==> src/hw/rtl/ptp_pkg.sv <==
// ptp_pkg: shared types, widths and character codes of the polynomial term parser
`default_nettype none

package ptp_pkg;

  // accumulator widths
  localparam int COEFF_WIDTH = 32;
  localparam int EXP_WIDTH   = 16;
  localparam int CACC_WIDTH  = COEFF_WIDTH + 4;
  localparam int EACC_WIDTH  = EXP_WIDTH + 4;

  typedef logic [COEFF_WIDTH-1:0] coeff_t;
  typedef logic [EXP_WIDTH-1:0]   exp_t;
  typedef logic [CACC_WIDTH-1:0]  cacc_t;
  typedef logic [EACC_WIDTH-1:0]  eacc_t;

  // largest magnitudes a term may reach
  localparam cacc_t COEFF_NEG_MAX = cacc_t'(1) << (COEFF_WIDTH - 1);
  localparam cacc_t COEFF_POS_MAX = (cacc_t'(1) << (COEFF_WIDTH - 1)) - cacc_t'(1);
  localparam eacc_t EXP_MAX       = (eacc_t'(1) << EXP_WIDTH) - eacc_t'(1);

  // ascii codes
  localparam logic [7:0] CHAR_0     = 8'd48;
  localparam logic [7:0] CHAR_9     = 8'd57;
  localparam logic [7:0] CHAR_CARET = 8'h5E;
  localparam logic [7:0] CHAR_X     = 8'h78;
  localparam logic [7:0] CHAR_MINUS = 8'h2D;
  localparam logic [7:0] CHAR_PLUS  = 8'h2B;

  // parser phases
  typedef enum logic [1:0] {
    PH_START   = 2'd0,
    PH_AFTER_X = 2'd1,
    PH_COEFF   = 2'd2,
    PH_EXP     = 2'd3
  } phase_t;

  // error codes
  typedef enum logic [2:0] {
    ERR_NONE        = 3'd0,
    ERR_INVALID     = 3'd1,
    ERR_MISSING_EXP = 3'd2,
    ERR_LONE_SIGN   = 3'd3,
    ERR_OVERFLOW    = 3'd4
  } err_t;

  // input transaction
  typedef struct packed {
    logic [7:0] character;
    logic       last_char;
  } in_item_t;

  // result transaction
  typedef struct packed {
    logic                          term_valid;
    logic signed [COEFF_WIDTH-1:0] coefficient;
    logic [EXP_WIDTH-1:0]          exponent;
    logic [2:0]                    error_code;
    logic                          end_of_expr;
  } out_item_t;

endpackage

`default_nettype wire

==> src/hw/rtl/ptp_in_stage.sv <==
// ptp_in_stage: input register that holds one accepted character transaction
`default_nettype none

module ptp_in_stage (
  input  wire logic              clk,
  input  wire logic              rst_n,
  input  wire logic              in_valid,
  output logic                   in_ready,
  input  wire ptp_pkg::in_item_t in_data,
  output logic                   item_valid,
  output ptp_pkg::in_item_t      item,
  input  wire logic              item_take
);

  logic              valid_r;
  logic              valid_nxt;
  ptp_pkg::in_item_t data_r;

  // room when empty or when the held item moves on this cycle
  assign in_ready   = !valid_r || item_take;
  assign item_valid = valid_r;
  assign item       = data_r;

  always_comb begin
    valid_nxt = valid_r;
    if (in_valid && in_ready) begin
      valid_nxt = 1'b1;
    end else if (item_take) begin
      valid_nxt = 1'b0;
    end
  end

  always_ff @(posedge clk) begin
    if (!rst_n) begin
      valid_r <= 1'b0;
    end else begin
      valid_r <= valid_nxt;
    end
  end

  // payload capture
  always_ff @(posedge clk) begin
    if (in_valid && in_ready) begin
      data_r <= in_data;
    end
  end

endmodule

`default_nettype wire

==> src/hw/rtl/ptp_step.sv <==
// ptp_step: parser state registers and the per-character next-state logic
`default_nettype none

module ptp_step (
  input  wire logic              clk,
  input  wire logic              rst_n,
  input  wire logic              en,
  input  wire ptp_pkg::in_item_t item,
  output ptp_pkg::out_item_t     res
);

  // outcome of closing the open term
  typedef struct packed {
    logic            emit;
    ptp_pkg::coeff_t coef;
    ptp_pkg::exp_t   expo;
    ptp_pkg::err_t   err;
  } close_t;

  ptp_pkg::phase_t phase_r, phase_nxt;
  logic            neg_r, neg_nxt;
  ptp_pkg::coeff_t mag_r, mag_nxt;
  logic            has_c_r, has_c_nxt;
  ptp_pkg::exp_t   exp_r, exp_nxt;
  logic            has_e_r, has_e_nxt;
  logic            halted_r, halted_nxt;

  logic [7:0]      c;
  logic            last;
  logic            is_digit;
  logic            is_sign;
  logic [3:0]      dig;
  ptp_pkg::cacc_t  c_acc;
  ptp_pkg::cacc_t  c_lim;
  ptp_pkg::eacc_t  e_acc;
  close_t          cl_cur;
  close_t          cl_end;
  ptp_pkg::err_t   err;
  close_t          term;

  function automatic close_t close_term(ptp_pkg::phase_t ph, logic ng, ptp_pkg::coeff_t mag,
                                        logic hc, ptp_pkg::exp_t ev, logic he);
    close_t r;
    r      = '0;
    r.err  = ptp_pkg::ERR_NONE;
    r.coef = ng ? ptp_pkg::coeff_t'(-mag) : mag;
    case (ph)
      ptp_pkg::PH_COEFF: begin
        if (!hc) begin
          r.err = ng ? ptp_pkg::ERR_LONE_SIGN : ptp_pkg::ERR_NONE;
        end else begin
          r.emit = (mag != '0);
        end
      end
      ptp_pkg::PH_AFTER_X: begin
        r.emit = (mag != '0);
        r.expo = ptp_pkg::exp_t'(1);
      end
      ptp_pkg::PH_EXP: begin
        if (!he) begin
          r.err = ptp_pkg::ERR_MISSING_EXP;
        end else begin
          r.emit = (mag != '0);
          r.expo = ev;
        end
      end
      default: begin
        r.emit = 1'b0;
      end
    endcase
    return r;
  endfunction

  // character classes and digit accumulation (times ten as two shifts)
  always_comb begin
    c        = item.character;
    last     = item.last_char;
    is_digit = c inside {[ptp_pkg::CHAR_0:ptp_pkg::CHAR_9]};
    is_sign  = (c == ptp_pkg::CHAR_PLUS) || (c == ptp_pkg::CHAR_MINUS);
    dig      = 4'(c - ptp_pkg::CHAR_0);
    c_acc    = (ptp_pkg::cacc_t'(mag_r) << 3) + (ptp_pkg::cacc_t'(mag_r) << 1)
             + ptp_pkg::cacc_t'(dig);
    c_lim    = neg_r ? ptp_pkg::COEFF_NEG_MAX : ptp_pkg::COEFF_POS_MAX;
    e_acc    = (ptp_pkg::eacc_t'(exp_r) << 3) + (ptp_pkg::eacc_t'(exp_r) << 1)
             + ptp_pkg::eacc_t'(dig);
    cl_cur   = close_term(phase_r, neg_r, mag_r, has_c_r, exp_r, has_e_r);
  end

  // next state and result
  always_comb begin
    phase_nxt  = phase_r;
    neg_nxt    = neg_r;
    mag_nxt    = mag_r;
    has_c_nxt  = has_c_r;
    exp_nxt    = exp_r;
    has_e_nxt  = has_e_r;
    halted_nxt = halted_r;
    err        = ptp_pkg::ERR_NONE;
    term       = '0;
    cl_end     = '0;

    if (!halted_r) begin
      if (is_sign && phase_r != ptp_pkg::PH_START) begin
        // sign closes the open term and opens the next one
        if (cl_cur.err != ptp_pkg::ERR_NONE) begin
          err = cl_cur.err;
        end else begin
          term      = cl_cur;
          neg_nxt   = (c == ptp_pkg::CHAR_MINUS);
          mag_nxt   = '0;
          has_c_nxt = 1'b0;
          exp_nxt   = '0;
          has_e_nxt = 1'b0;
          phase_nxt = ptp_pkg::PH_COEFF;
        end
      end else begin
        case (phase_r)
          ptp_pkg::PH_START: begin
            mag_nxt   = '0;
            exp_nxt   = '0;
            has_e_nxt = 1'b0;
            neg_nxt   = 1'b0;
            if (c == ptp_pkg::CHAR_MINUS) begin
              neg_nxt   = 1'b1;
              has_c_nxt = 1'b0;
              phase_nxt = ptp_pkg::PH_COEFF;
            end else if (c == ptp_pkg::CHAR_X) begin
              has_c_nxt = 1'b1;
              mag_nxt   = ptp_pkg::coeff_t'(1);
              phase_nxt = ptp_pkg::PH_AFTER_X;
            end else if (is_digit) begin
              has_c_nxt = 1'b1;
              mag_nxt   = ptp_pkg::coeff_t'(dig);
              phase_nxt = ptp_pkg::PH_COEFF;
            end else begin
              err = ptp_pkg::ERR_INVALID;
            end
          end
          ptp_pkg::PH_COEFF: begin
            if (c == ptp_pkg::CHAR_X) begin
              if (!has_c_r) begin
                mag_nxt = ptp_pkg::coeff_t'(1);
              end
              has_c_nxt = 1'b1;
              phase_nxt = ptp_pkg::PH_AFTER_X;
            end else if (is_digit) begin
              if (c_acc > c_lim) begin
                err = ptp_pkg::ERR_OVERFLOW;
              end else begin
                mag_nxt   = c_acc[ptp_pkg::COEFF_WIDTH-1:0];
                has_c_nxt = 1'b1;
              end
            end else begin
              err = ptp_pkg::ERR_INVALID;
            end
          end
          ptp_pkg::PH_AFTER_X: begin
            if (c == ptp_pkg::CHAR_CARET) begin
              if (last) begin
                err = ptp_pkg::ERR_MISSING_EXP;
              end else begin
                phase_nxt = ptp_pkg::PH_EXP;
              end
            end else begin
              err = ptp_pkg::ERR_INVALID;
            end
          end
          default: begin
            if (is_digit) begin
              if (e_acc > ptp_pkg::EXP_MAX) begin
                err = ptp_pkg::ERR_OVERFLOW;
              end else begin
                exp_nxt   = e_acc[ptp_pkg::EXP_WIDTH-1:0];
                has_e_nxt = 1'b1;
              end
            end else begin
              err = ptp_pkg::ERR_INVALID;
            end
          end
        endcase
      end

      // the final character closes whatever term is still open
      if (err == ptp_pkg::ERR_NONE && last) begin
        cl_end = close_term(phase_nxt, neg_nxt, mag_nxt, has_c_nxt, exp_nxt, has_e_nxt);
        err    = cl_end.err;
        if (cl_end.emit) begin
          term = cl_end;
        end
      end

      // an error drops the open term and halts until the end
      if (err != ptp_pkg::ERR_NONE) begin
        neg_nxt    = 1'b0;
        mag_nxt    = '0;
        has_c_nxt  = 1'b0;
        exp_nxt    = '0;
        has_e_nxt  = 1'b0;
        halted_nxt = 1'b1;
      end
    end

    // end of expression restarts the parser
    if (last) begin
      phase_nxt  = ptp_pkg::PH_START;
      neg_nxt    = 1'b0;
      mag_nxt    = '0;
      has_c_nxt  = 1'b0;
      exp_nxt    = '0;
      has_e_nxt  = 1'b0;
      halted_nxt = 1'b0;
    end

    res.term_valid  = term.emit;
    res.coefficient = term.emit ? signed'(term.coef) : '0;
    res.exponent    = term.emit ? term.expo : '0;
    res.error_code  = err;
    res.end_of_expr = last;
  end

  // parser state
  always_ff @(posedge clk) begin
    if (!rst_n) begin
      phase_r  <= ptp_pkg::PH_START;
      neg_r    <= 1'b0;
      mag_r    <= '0;
      has_c_r  <= 1'b0;
      exp_r    <= '0;
      has_e_r  <= 1'b0;
      halted_r <= 1'b0;
    end else if (en) begin
      phase_r  <= phase_nxt;
      neg_r    <= neg_nxt;
      mag_r    <= mag_nxt;
      has_c_r  <= has_c_nxt;
      exp_r    <= exp_nxt;
      has_e_r  <= has_e_nxt;
      halted_r <= halted_nxt;
    end
  end

  // halted stays until the final character
  a_halt_holds: assert property (@(posedge clk) disable iff (!rst_n)
    halted_r && !(en && last) |=> halted_r)
    else $error("parser left halt before end of expression");

  // the final character always restarts the parser
  a_end_restarts: assert property (@(posedge clk) disable iff (!rst_n)
    en && last |=> !halted_r && phase_r == ptp_pkg::PH_START && mag_r == '0)
    else $error("parser not restarted after end of expression");

  // a halted parser holds no open term
  a_halt_clear: assert property (@(posedge clk) disable iff (!rst_n)
    halted_r |-> mag_r == '0 && !has_c_r && exp_r == '0 && !has_e_r)
    else $error("open term kept while halted");

  // emitted terms are nonzero and halted input emits nothing
  a_term_nonzero: assert property (@(posedge clk) disable iff (!rst_n)
    en && res.term_valid |-> res.coefficient != '0 && !halted_r)
    else $error("zero or halted term emitted");

endmodule

`default_nettype wire

==> src/hw/rtl/ptp_out_stage.sv <==
// ptp_out_stage: result register that holds one result transaction for the consumer
`default_nettype none

module ptp_out_stage (
  input  wire logic               clk,
  input  wire logic               rst_n,
  input  wire logic               load,
  input  wire ptp_pkg::out_item_t res,
  output logic                    can_load,
  output logic                    out_valid,
  input  wire logic               out_ready,
  output ptp_pkg::out_item_t      out_data
);

  logic               valid_r;
  logic               valid_nxt;
  ptp_pkg::out_item_t data_r;

  // free when empty or when the held result leaves this cycle
  assign can_load  = !valid_r || out_ready;
  assign out_valid = valid_r;
  assign out_data  = data_r;

  always_comb begin
    valid_nxt = valid_r;
    if (load) begin
      valid_nxt = 1'b1;
    end else if (out_ready) begin
      valid_nxt = 1'b0;
    end
  end

  always_ff @(posedge clk) begin
    if (!rst_n) begin
      valid_r <= 1'b0;
    end else begin
      valid_r <= valid_nxt;
    end
  end

  // result capture
  always_ff @(posedge clk) begin
    if (load) begin
      data_r <= res;
    end
  end

endmodule

`default_nettype wire

==> src/hw/rtl/polynomial_term_parser.sv <==
// polynomial_term_parser: top level of the streaming polynomial term parser
// One ASCII character enters per transaction and exactly one result transaction
// leaves for it, in order. The block takes one character every clock cycle
// while the result side keeps up; each character is held in the input register
// and its result is loaded into the result register when that has room. The
// whole per-character update (phase change, times-ten digit add with overflow
// compare, term close) sits between those two registers. in_ready follows
// out_ready combinationally when both registers are full. A result carries a
// term when a nonzero term closes, an error code on the character that detects
// the error, and end_of_expr on the character flagged last_char, after which
// parsing starts afresh.
`default_nettype none

module polynomial_term_parser (
  input  wire logic               clk,
  input  wire logic               rst_n,
  input  wire logic               in_valid,
  output logic                    in_ready,
  input  wire ptp_pkg::in_item_t  in_data,
  output logic                    out_valid,
  input  wire logic               out_ready,
  output ptp_pkg::out_item_t      out_data
);

  logic               item_valid;
  ptp_pkg::in_item_t  item;
  logic               can_load;
  logic               step_en;
  ptp_pkg::out_item_t res;

  // a held character moves on when the result register has room
  assign step_en = item_valid && can_load;

  ptp_in_stage u_in_stage (
    .clk        (clk),
    .rst_n      (rst_n),
    .in_valid   (in_valid),
    .in_ready   (in_ready),
    .in_data    (in_data),
    .item_valid (item_valid),
    .item       (item),
    .item_take  (step_en)
  );

  ptp_step u_step (
    .clk   (clk),
    .rst_n (rst_n),
    .en    (step_en),
    .item  (item),
    .res   (res)
  );

  ptp_out_stage u_out_stage (
    .clk       (clk),
    .rst_n     (rst_n),
    .load      (step_en),
    .res       (res),
    .can_load  (can_load),
    .out_valid (out_valid),
    .out_ready (out_ready),
    .out_data  (out_data)
  );

endmodule

`default_nettype wire

==> config.mk <==
export PLATFORM = sky130hd
export DESIGN_NAME = polynomial_term_parser
export DESIGN_NICKNAME = d
export VERILOG_FILES = /design/src/hw/rtl/ptp_pkg.sv /design/src/hw/rtl/ptp_in_stage.sv /design/src/hw/rtl/ptp_step.sv /design/src/hw/rtl/ptp_out_stage.sv /design/src/hw/rtl/polynomial_term_parser.sv
export SDC_FILE = /design/constraint.sdc
export NUM_CORES = 1
export LEC_CHECK = 0
export ABC_AREA = 0
export BUFFER_PORTS_ARGS = -buffer_cell sky130_fd_sc_hd__buf_2
export CELL_PAD_IN_SITES_DETAIL_PLACEMENT = 1
export CELL_PAD_IN_SITES_GLOBAL_PLACEMENT = 1
export CORE_ASPECT_RATIO = 0.5
export CORE_MARGIN = 2
export CORE_UTILIZATION = 51
export DETAILED_ROUTE_END_ITERATION = 10
export GPL_TIMING_DRIVEN = 0
export PLACE_DENSITY = 0.94
export SYNTH_ARGS = -nofsm -noshare
export SYNTH_HDL_FRONTEND = slang
export SYNTH_HIERARCHICAL = 1
export SYNTH_SLANG_ARGS = --single-unit
==> constraint.sdc <==
create_clock -name clk -period 13.1 [get_ports clk]
set_input_delay 1.31 -clock clk [delete_from_list [all_inputs] [get_ports clk]]
set_output_delay 1.31 -clock clk [all_outputs]
set_load 0.005 [all_outputs]
[Yosys cells after proc, flatten, opt, wreduce, memory -nomap -nowiden]
Index checks and enable logic that the tools add are counted.
Word-level totals
  flip-flop bits (word level): 118
  bits in latches: 0
  RAM bits: 0
  bits in read-only memories: 0
  input bits: 13
  output and inout bits: 55
  memories kept: 0
Operators by class
  $add $sub $neg: 7
  multiply operators: 0
  divide/modulo/power cells: 0
  order comparisons: 4
  equal/unequal tests: 11
  shift-type cells: 0
  multiplexer cells: 115
  bitwise logic cells: 1
  reductions and logical operators: 22
Operators by type and width (count)
  2-to-1 mux 32 bit: 15
  2-to-1 mux 52 bit: 5
  2-to-1 mux 16 bit: 9
  one-hot mux 16 bit (2 select lines): 3
  negation 32 bit: 2
  one-hot mux 32 bit (2 select lines): 1
  nonzero test 32 bit: 2
  2-to-1 mux 1 bit: 42
  2-to-1 mux 3 bit: 14
  adder 35 x 33 -> 36 bit: 1
  adder 36 x 4 -> 36 bit: 1
  greater-than comparator 36 bit: 1
  2-to-1 mux 2 bit: 17
  adder 19 x 17 -> 20 bit: 1
  adder 20 x 4 -> 20 bit: 1
  greater-than comparator 20 x 16 -> 1 bit (second input constant): 1
  == test 8 x 6 -> 1 bit (second input constant): 2
  == test 8 x 7 -> 1 bit (second input constant): 2
  one-hot mux 3 bit (2 select lines): 2
  one-hot mux 3 bit (3 select lines): 1
  == test 2 bit (second input constant): 4
  >= comparator 8 x 6 -> 1 bit (second input constant): 1
  <= comparator 8 x 6 -> 1 bit (second input constant): 1
  one-hot mux 1 bit (3 select lines): 2
  other kinds (16): 29

[Logic depth before layout (Yosys ltp)]
  depth in word-level cells: 19
  gate-level depth with buffers: 28
  gate-level depth less buffers: 26

[By module]
The synthesis kept the hierarchy.
By module, submodules not included
  ptp_step: times used 1, cells an instance 1420, area each 10080.9 µm², sequential area each 1081.0 µm²
  ptp_out_stage: times used 1, cells an instance 57, area each 1640.3 µm², sequential area each 1611.5 µm²
  ptp_in_stage: times used 1, cells an instance 14, area each 327.8 µm², sequential area each 290.3 µm²
  polynomial_term_parser: times used 1, cells an instance 1, area each 6.3 µm², sequential area each 0.0 µm²

[Worst setup path before layout]
OpenSTA, ideal clock, no wires.
  path type: register -> register
  start point: register u_in_stage.data_r (netlist bit u_in_stage/item[4])
  end point: register u_out_stage.data_r (netlist bit u_out_stage/out_data[35]), data pin
  setup time: 273 ps
  data arrival time: 6416 ps
  data required time: 12827 ps
  slack: 6411 ps
  stages on the path, launching flop included: 27
  clock period less this slack: 6689 ps
  path through: edfxtp_1 fa_1 ha_1 a211oi_1 o21ai_1 a32oi_1 nand2_1 a21boi_0 o21ai_0 xor2_1 ha_1 a21o_1 a21o_1 a221oi_1 nand4_1 o211a_1 a221o_2 nor2_4 mux2i_1 nand3_2 nor4_4 and2_1 buf_4 a311oi_4 o21ai_4 buf_6 o32ai_2
On the way
  longest elaborated chain between the ends: 19
RTL lines
  start, declared: RTL line ptp_in_stage.sv:17  | ptp_pkg::in_item_t data_r;
  start signal, assigned: RTL line ptp_in_stage.sv:44  | data_r <= in_data;
  subtractor 4 x 1 -> 4 bit: RTL line ptp_step.sv:80  | dig = 4'(c - ptp_pkg::CHAR_0);
  adder 36 x 4 -> 36 bit: RTL line ptp_step.sv:82  | + ptp_pkg::cacc_t'(dig);
  greater-than comparator 36 bit: RTL line ptp_step.sv:147  | if (c_acc > c_lim) begin
  2-to-1 mux 32 bit: RTL line ptp_step.sv:147
  2-to-1 mux 32 bit: RTL line ptp_step.sv:146  | end else if (is_digit) begin
  2-to-1 mux 32 bit: RTL line ptp_step.sv:140  | if (c == ptp_pkg::CHAR_X) begin
  one-hot mux 32 bit (2 select lines): RTL line ptp_step.sv:117  | case (phase_r)
  2-to-1 mux 32 bit: RTL line ptp_step.sv:103  | if (is_sign && phase_r != ptp_pkg::PH_START) begin
  (+3 left out)
  one-hot mux 1 bit (3 select lines): RTL line ptp_step.sv:47  | case (ph)
  2-to-1 mux 1 bit: RTL line ptp_step.sv:184  | if (err == ptp_pkg::ERR_NONE && last) begin
  2-to-1 mux 1 bit: RTL line ptp_step.sv:102  | if (!halted_r) begin
  2-to-1 mux 52 bit: RTL line ptp_step.sv:187  | if (cl_end.emit) begin
  2-to-1 mux 52 bit (*): RTL line ptp_step.sv:184
  2-to-1 mux 52 bit: RTL line ptp_step.sv:102
  NOT 1 bit (no source line)
  OR reduction 2 bit (no source line)
  end signal, assigned: RTL line ptp_out_stage.sv:44  | data_r <= res;
  end, declared: RTL line ptp_out_stage.sv:17  | ptp_pkg::out_item_t data_r;
Every way passes the cells marked *; elsewhere a longest branch is shown, timed or not. The select of a mux whose other input is x is not followed.
A chain may end at the register's enable or synchronous reset.

[Final worst setup path]
  start point: register u_in_stage.data_r (netlist bit u_in_stage/item[4])
  end point: register u_out_stage.data_r (netlist bit u_out_stage/out_data[48]), data pin
Same word-level chain as after synthesis.

==> reports/results.tsv <==
stage	metric	value	unit
run_status	status	complete, but fails checks	
run_status	violations	DRC, capacitance limit	
synth	synth_cell_type_count	90	
power	p_sw	0.259	mW
power	power.internal	0.670	mW
clocking	cts_root_buffer	clkbuf_16	
synth	synthTopCellsByArea	edfxtp_1 (15%), ha_1 (14%), dfxtp_1 (9.3%), a21oi_1 (5.6%), nand2_1 (4.6%)	
setup_path	ff2ff_setup_slack	3950	ps
grt	grt_overflow	0	
sta	clock-skew-final	11.7	ps
setup_path	crit_arrival	9310	ps
sta	finalWorstSetupSlack	3950	ps
grt	grt_max_degree	37	
clocking	cts.clk_slew.worst_paths	60	ps
clocking	cts.sinks	118	
synth	synth_area	12100	µm²
synth	synth_nets	1642	
route	drt.antenna.violating_nets	0	
route	drtIter0Drc	1440	
floorplan	die_x	221	µm
floorplan	die_area	25000	µm²
placement	place_ws	4490	ps
route	vias	13200	
sta	final_hold_viol_count	0	
synth	synthMostInstantiatedCell	nand2_1	
grt	grt_first_pass_wirelength	77900	µm
sta	setup_viol	0	
setup_path	reg2reg_to	u_out_stage/out_data[48]	
clocking	hold_buffers	0	
setup_path	worstSetupPathType	reg2reg	
route	drt_drc_violations_left	2	
hold_path	holdPathEnd	u_out_stage/out_valid	
sta	rsz0062_at_grt	false	
synth	async_flop_share	0	%
setup_path	r2r-start	u_in_stage/item[4]	
synth	yosys.area.top_type	edfxtp_1	
setup_path	crit_path_max_incr_delay	580	ps
setup_path	end_kind	register	
flow_run	cap_viol_max_count	1	
synth	ys.flop_type	edfxtp_1	
synth	synth-edff-count	62	
clocking	numCtsBuffers	17	
route	viasPerCell	6.97	
placement	port-buffer-count	67	
sta	fmax	109	MHz
layout	drive_above_1_share	10.3	%
clocking	tritoncts	built	
power	clockPowerShare	49.8	%
setup_path	reg2reg_depth	26	
sta	fin_crit	9150	ps
clocking	cts.path.max_buffers	2	
grt	grt_usage	40.3	%
synth	synth_warnings	6	
power	fin_total_pwr	0.930	mW
power	ir_drop	0.0604	mV
sta	tightest_slew	1480	ps
route	first_pass_iters	9	
power	p_comb_share	6.4	%
floorplan	rows	39	
hold_path	worstHoldPathType	reg2reg	
setup_path	cp_slowest_cell	fa_1	
floorplan	initial_core_util	52.3	%
placement	dp_hpwl	38700	µm
floorplan	die_y	113	µm
setup_path	crit_top_cell	o21ai_0	
setup_path	cp.required	13260	ps
layout	area_growth	10.8	%
grt	antenna_found_initial	0	
grt	grt_pass1_vias	13600	
synth	synthCells	1492	
power	p_leak	5.51	nW
synth	yosys-top-cells-count	nand2_1 (148), a21oi_1 (135), ha_1 (133), nor2_1 (106), o21ai_0 (100)	
floorplan	ios	68	
setup_path	crit_buf_inv	2	
setup_path	worstPathMaxFanout	10	
clocking	cts_setup_buffers	0	
power	p_seq_share	43.8	%
layout	nets	1729	
sta	drv_slew	0	
route	post_drt_wl_per_cell	26.4	µm
clocking	cts_resized	0	
setup_path	crit_family	compound AO/OA/AOI/OAI gates	
power	power.density	69.6	nW/µm²
sta	post-route-period-util	69.8	%
sta	max_slew_margin	0.710	%
floorplan	core	23000	µm²
clocking	htree_num_levels	4	
synth	syn_area_per_cell	8.08	µm²
placement	gp_congestion	0.981	
setup_path	startpoint_type	register	
power	swShare	27.9	%
hold_path	holdPathStages	2	
synth	synth_top_area_share	15.4	%
hold_path	hp-start	u_out_stage/out_valid	
synth	seq_area_frac_synth	24.7	%
sta	fin_setup_tns	0	ps
route	routed_wirelength	50100	µm
synth	ys_ff_latch	118	
clocking	clk_latency	450	ps
flip-flops by register name, summed over array words and instances, names as in the netlist:
name                   flops
u_out_stage/out_data      53
u_step/mag_r              32
u_step/exp_r              16
u_in_stage/item            9
u_step/phase_r             2
u_in_stage/item_valid      1
u_out_stage/out_valid      1
u_step/halted_r            1
u_step/has_c_r             1
u_step/has_e_r             1
u_step/neg_r               1
worst max path at each step:
stage	startpoint	to	depth (start not counted)
2_1_floorplan	u_in_stage/item[4]	u_out_stage/out_data[35]	26
3_3_place_gp	u_in_stage/item[4]	u_out_stage/out_data[47]	26
3_5_place_dp	u_in_stage/item[4]	u_out_stage/out_data[48]	26
4_1_cts	u_in_stage/item[4]	u_out_stage/out_data[48]	26
5_1_grt	u_in_stage/item[4]	u_out_stage/out_data[48]	25
6_report	u_in_stage/item[4]	u_out_stage/out_data[48]	26
final cells by class:
type | instances | area (µm²)
clock inverters | 15 | 131
flip-flops and latches | 118 | 2980
plain buffers | 78 | 337
fillers | 2895 | 9670
repair buffers | 68 | 355
multi-input cells | 1256 | 8590
inverters | 40 | 150
diodes | 1 | 2.50
clock buffers | 17 | 425
well taps | 307 | 384
routing by layer:
layer | up-vias | routed length [µm] | GRT usage [%]
li1 | 5770 | - | -
met5 | - | 0 | 0
met1 | 6541 | 20500 | 51.1
met4 | 0 | 2110 | 17.7
met3 | 173 | 4940 | 10.3
met2 | 764 | 22600 | 65.6
cell families after synthesis:
logic type                 after synthesis  synth area share, %
muxes                                    6                0.529
buffers and inverters                  118                 4.04
xor gates and xnor gates                99                 7.19
and+or+nand+nor                        518                 21.8
AOI/OAI and AO/OA                      496                 27.3
adders and majority gates              137                 14.5
DFF                                    118                 24.7
power groups by stage:
| stage | Combinational, mW | Sequential [mW] | Clock, mW |
|---|---|---|---|
| 2_1_floorplan | 0.0284 | 0.415 | 0 |
| 5_1_grt | 0.0621 | 0.408 | 0.479 |
| 4_1_cts | 0.0573 | 0.407 | 0.465 |
| 3_3_place_gp | 0.0521 | 0.415 | 0 |
| 3_5_place_dp | 0.0561 | 0.415 | 0 |
| 6_report | 0.0591 | 0.407 | 0.463 |
cell usage in the layout, fill, tap and decap left out, types with 16 or more instances in the layout:
cell / n
nand2_1: 148
a21oi_1: 135
ha_1: 133
nor2_1: 106
o21ai_0: 100
buf_2: 84
edfxtp_1: 62
xnor2_1: 57
dfxtp_1: 55
clkbuf_1: 55
nor2b_1: 55
a22oi_1: 49
nand3_1: 46
xor2_1: 42
inv_1: 40
nor3_1: 34
o31ai_1: 25
and2_1: 22
a21o_1: 21
or3_1: 18
clkbuf_16: 17
nand4_1: 17
o211ai_1: 16
o22ai_1: 16
metrics by stage:
stage	utilization [%]	hold slack, ps	std cells	instance area [µm²]
detailed placement	55.6	493	1867	12800
floorplan	-	488	1492	12100
CTS	58.0	503	1899	13400
global placement	55.5	485	1866	12800
finish	58.0	502	1900	13400
global route	58.0	515	1899	13400
worst min-delay path: cells and delay by family, from the launching register on:
family          cells  cell delay [ps]
compound gates      1               50
simple gates        1               80
flops               1              330
No activity file was read; power rests on OpenSTA's default activity.
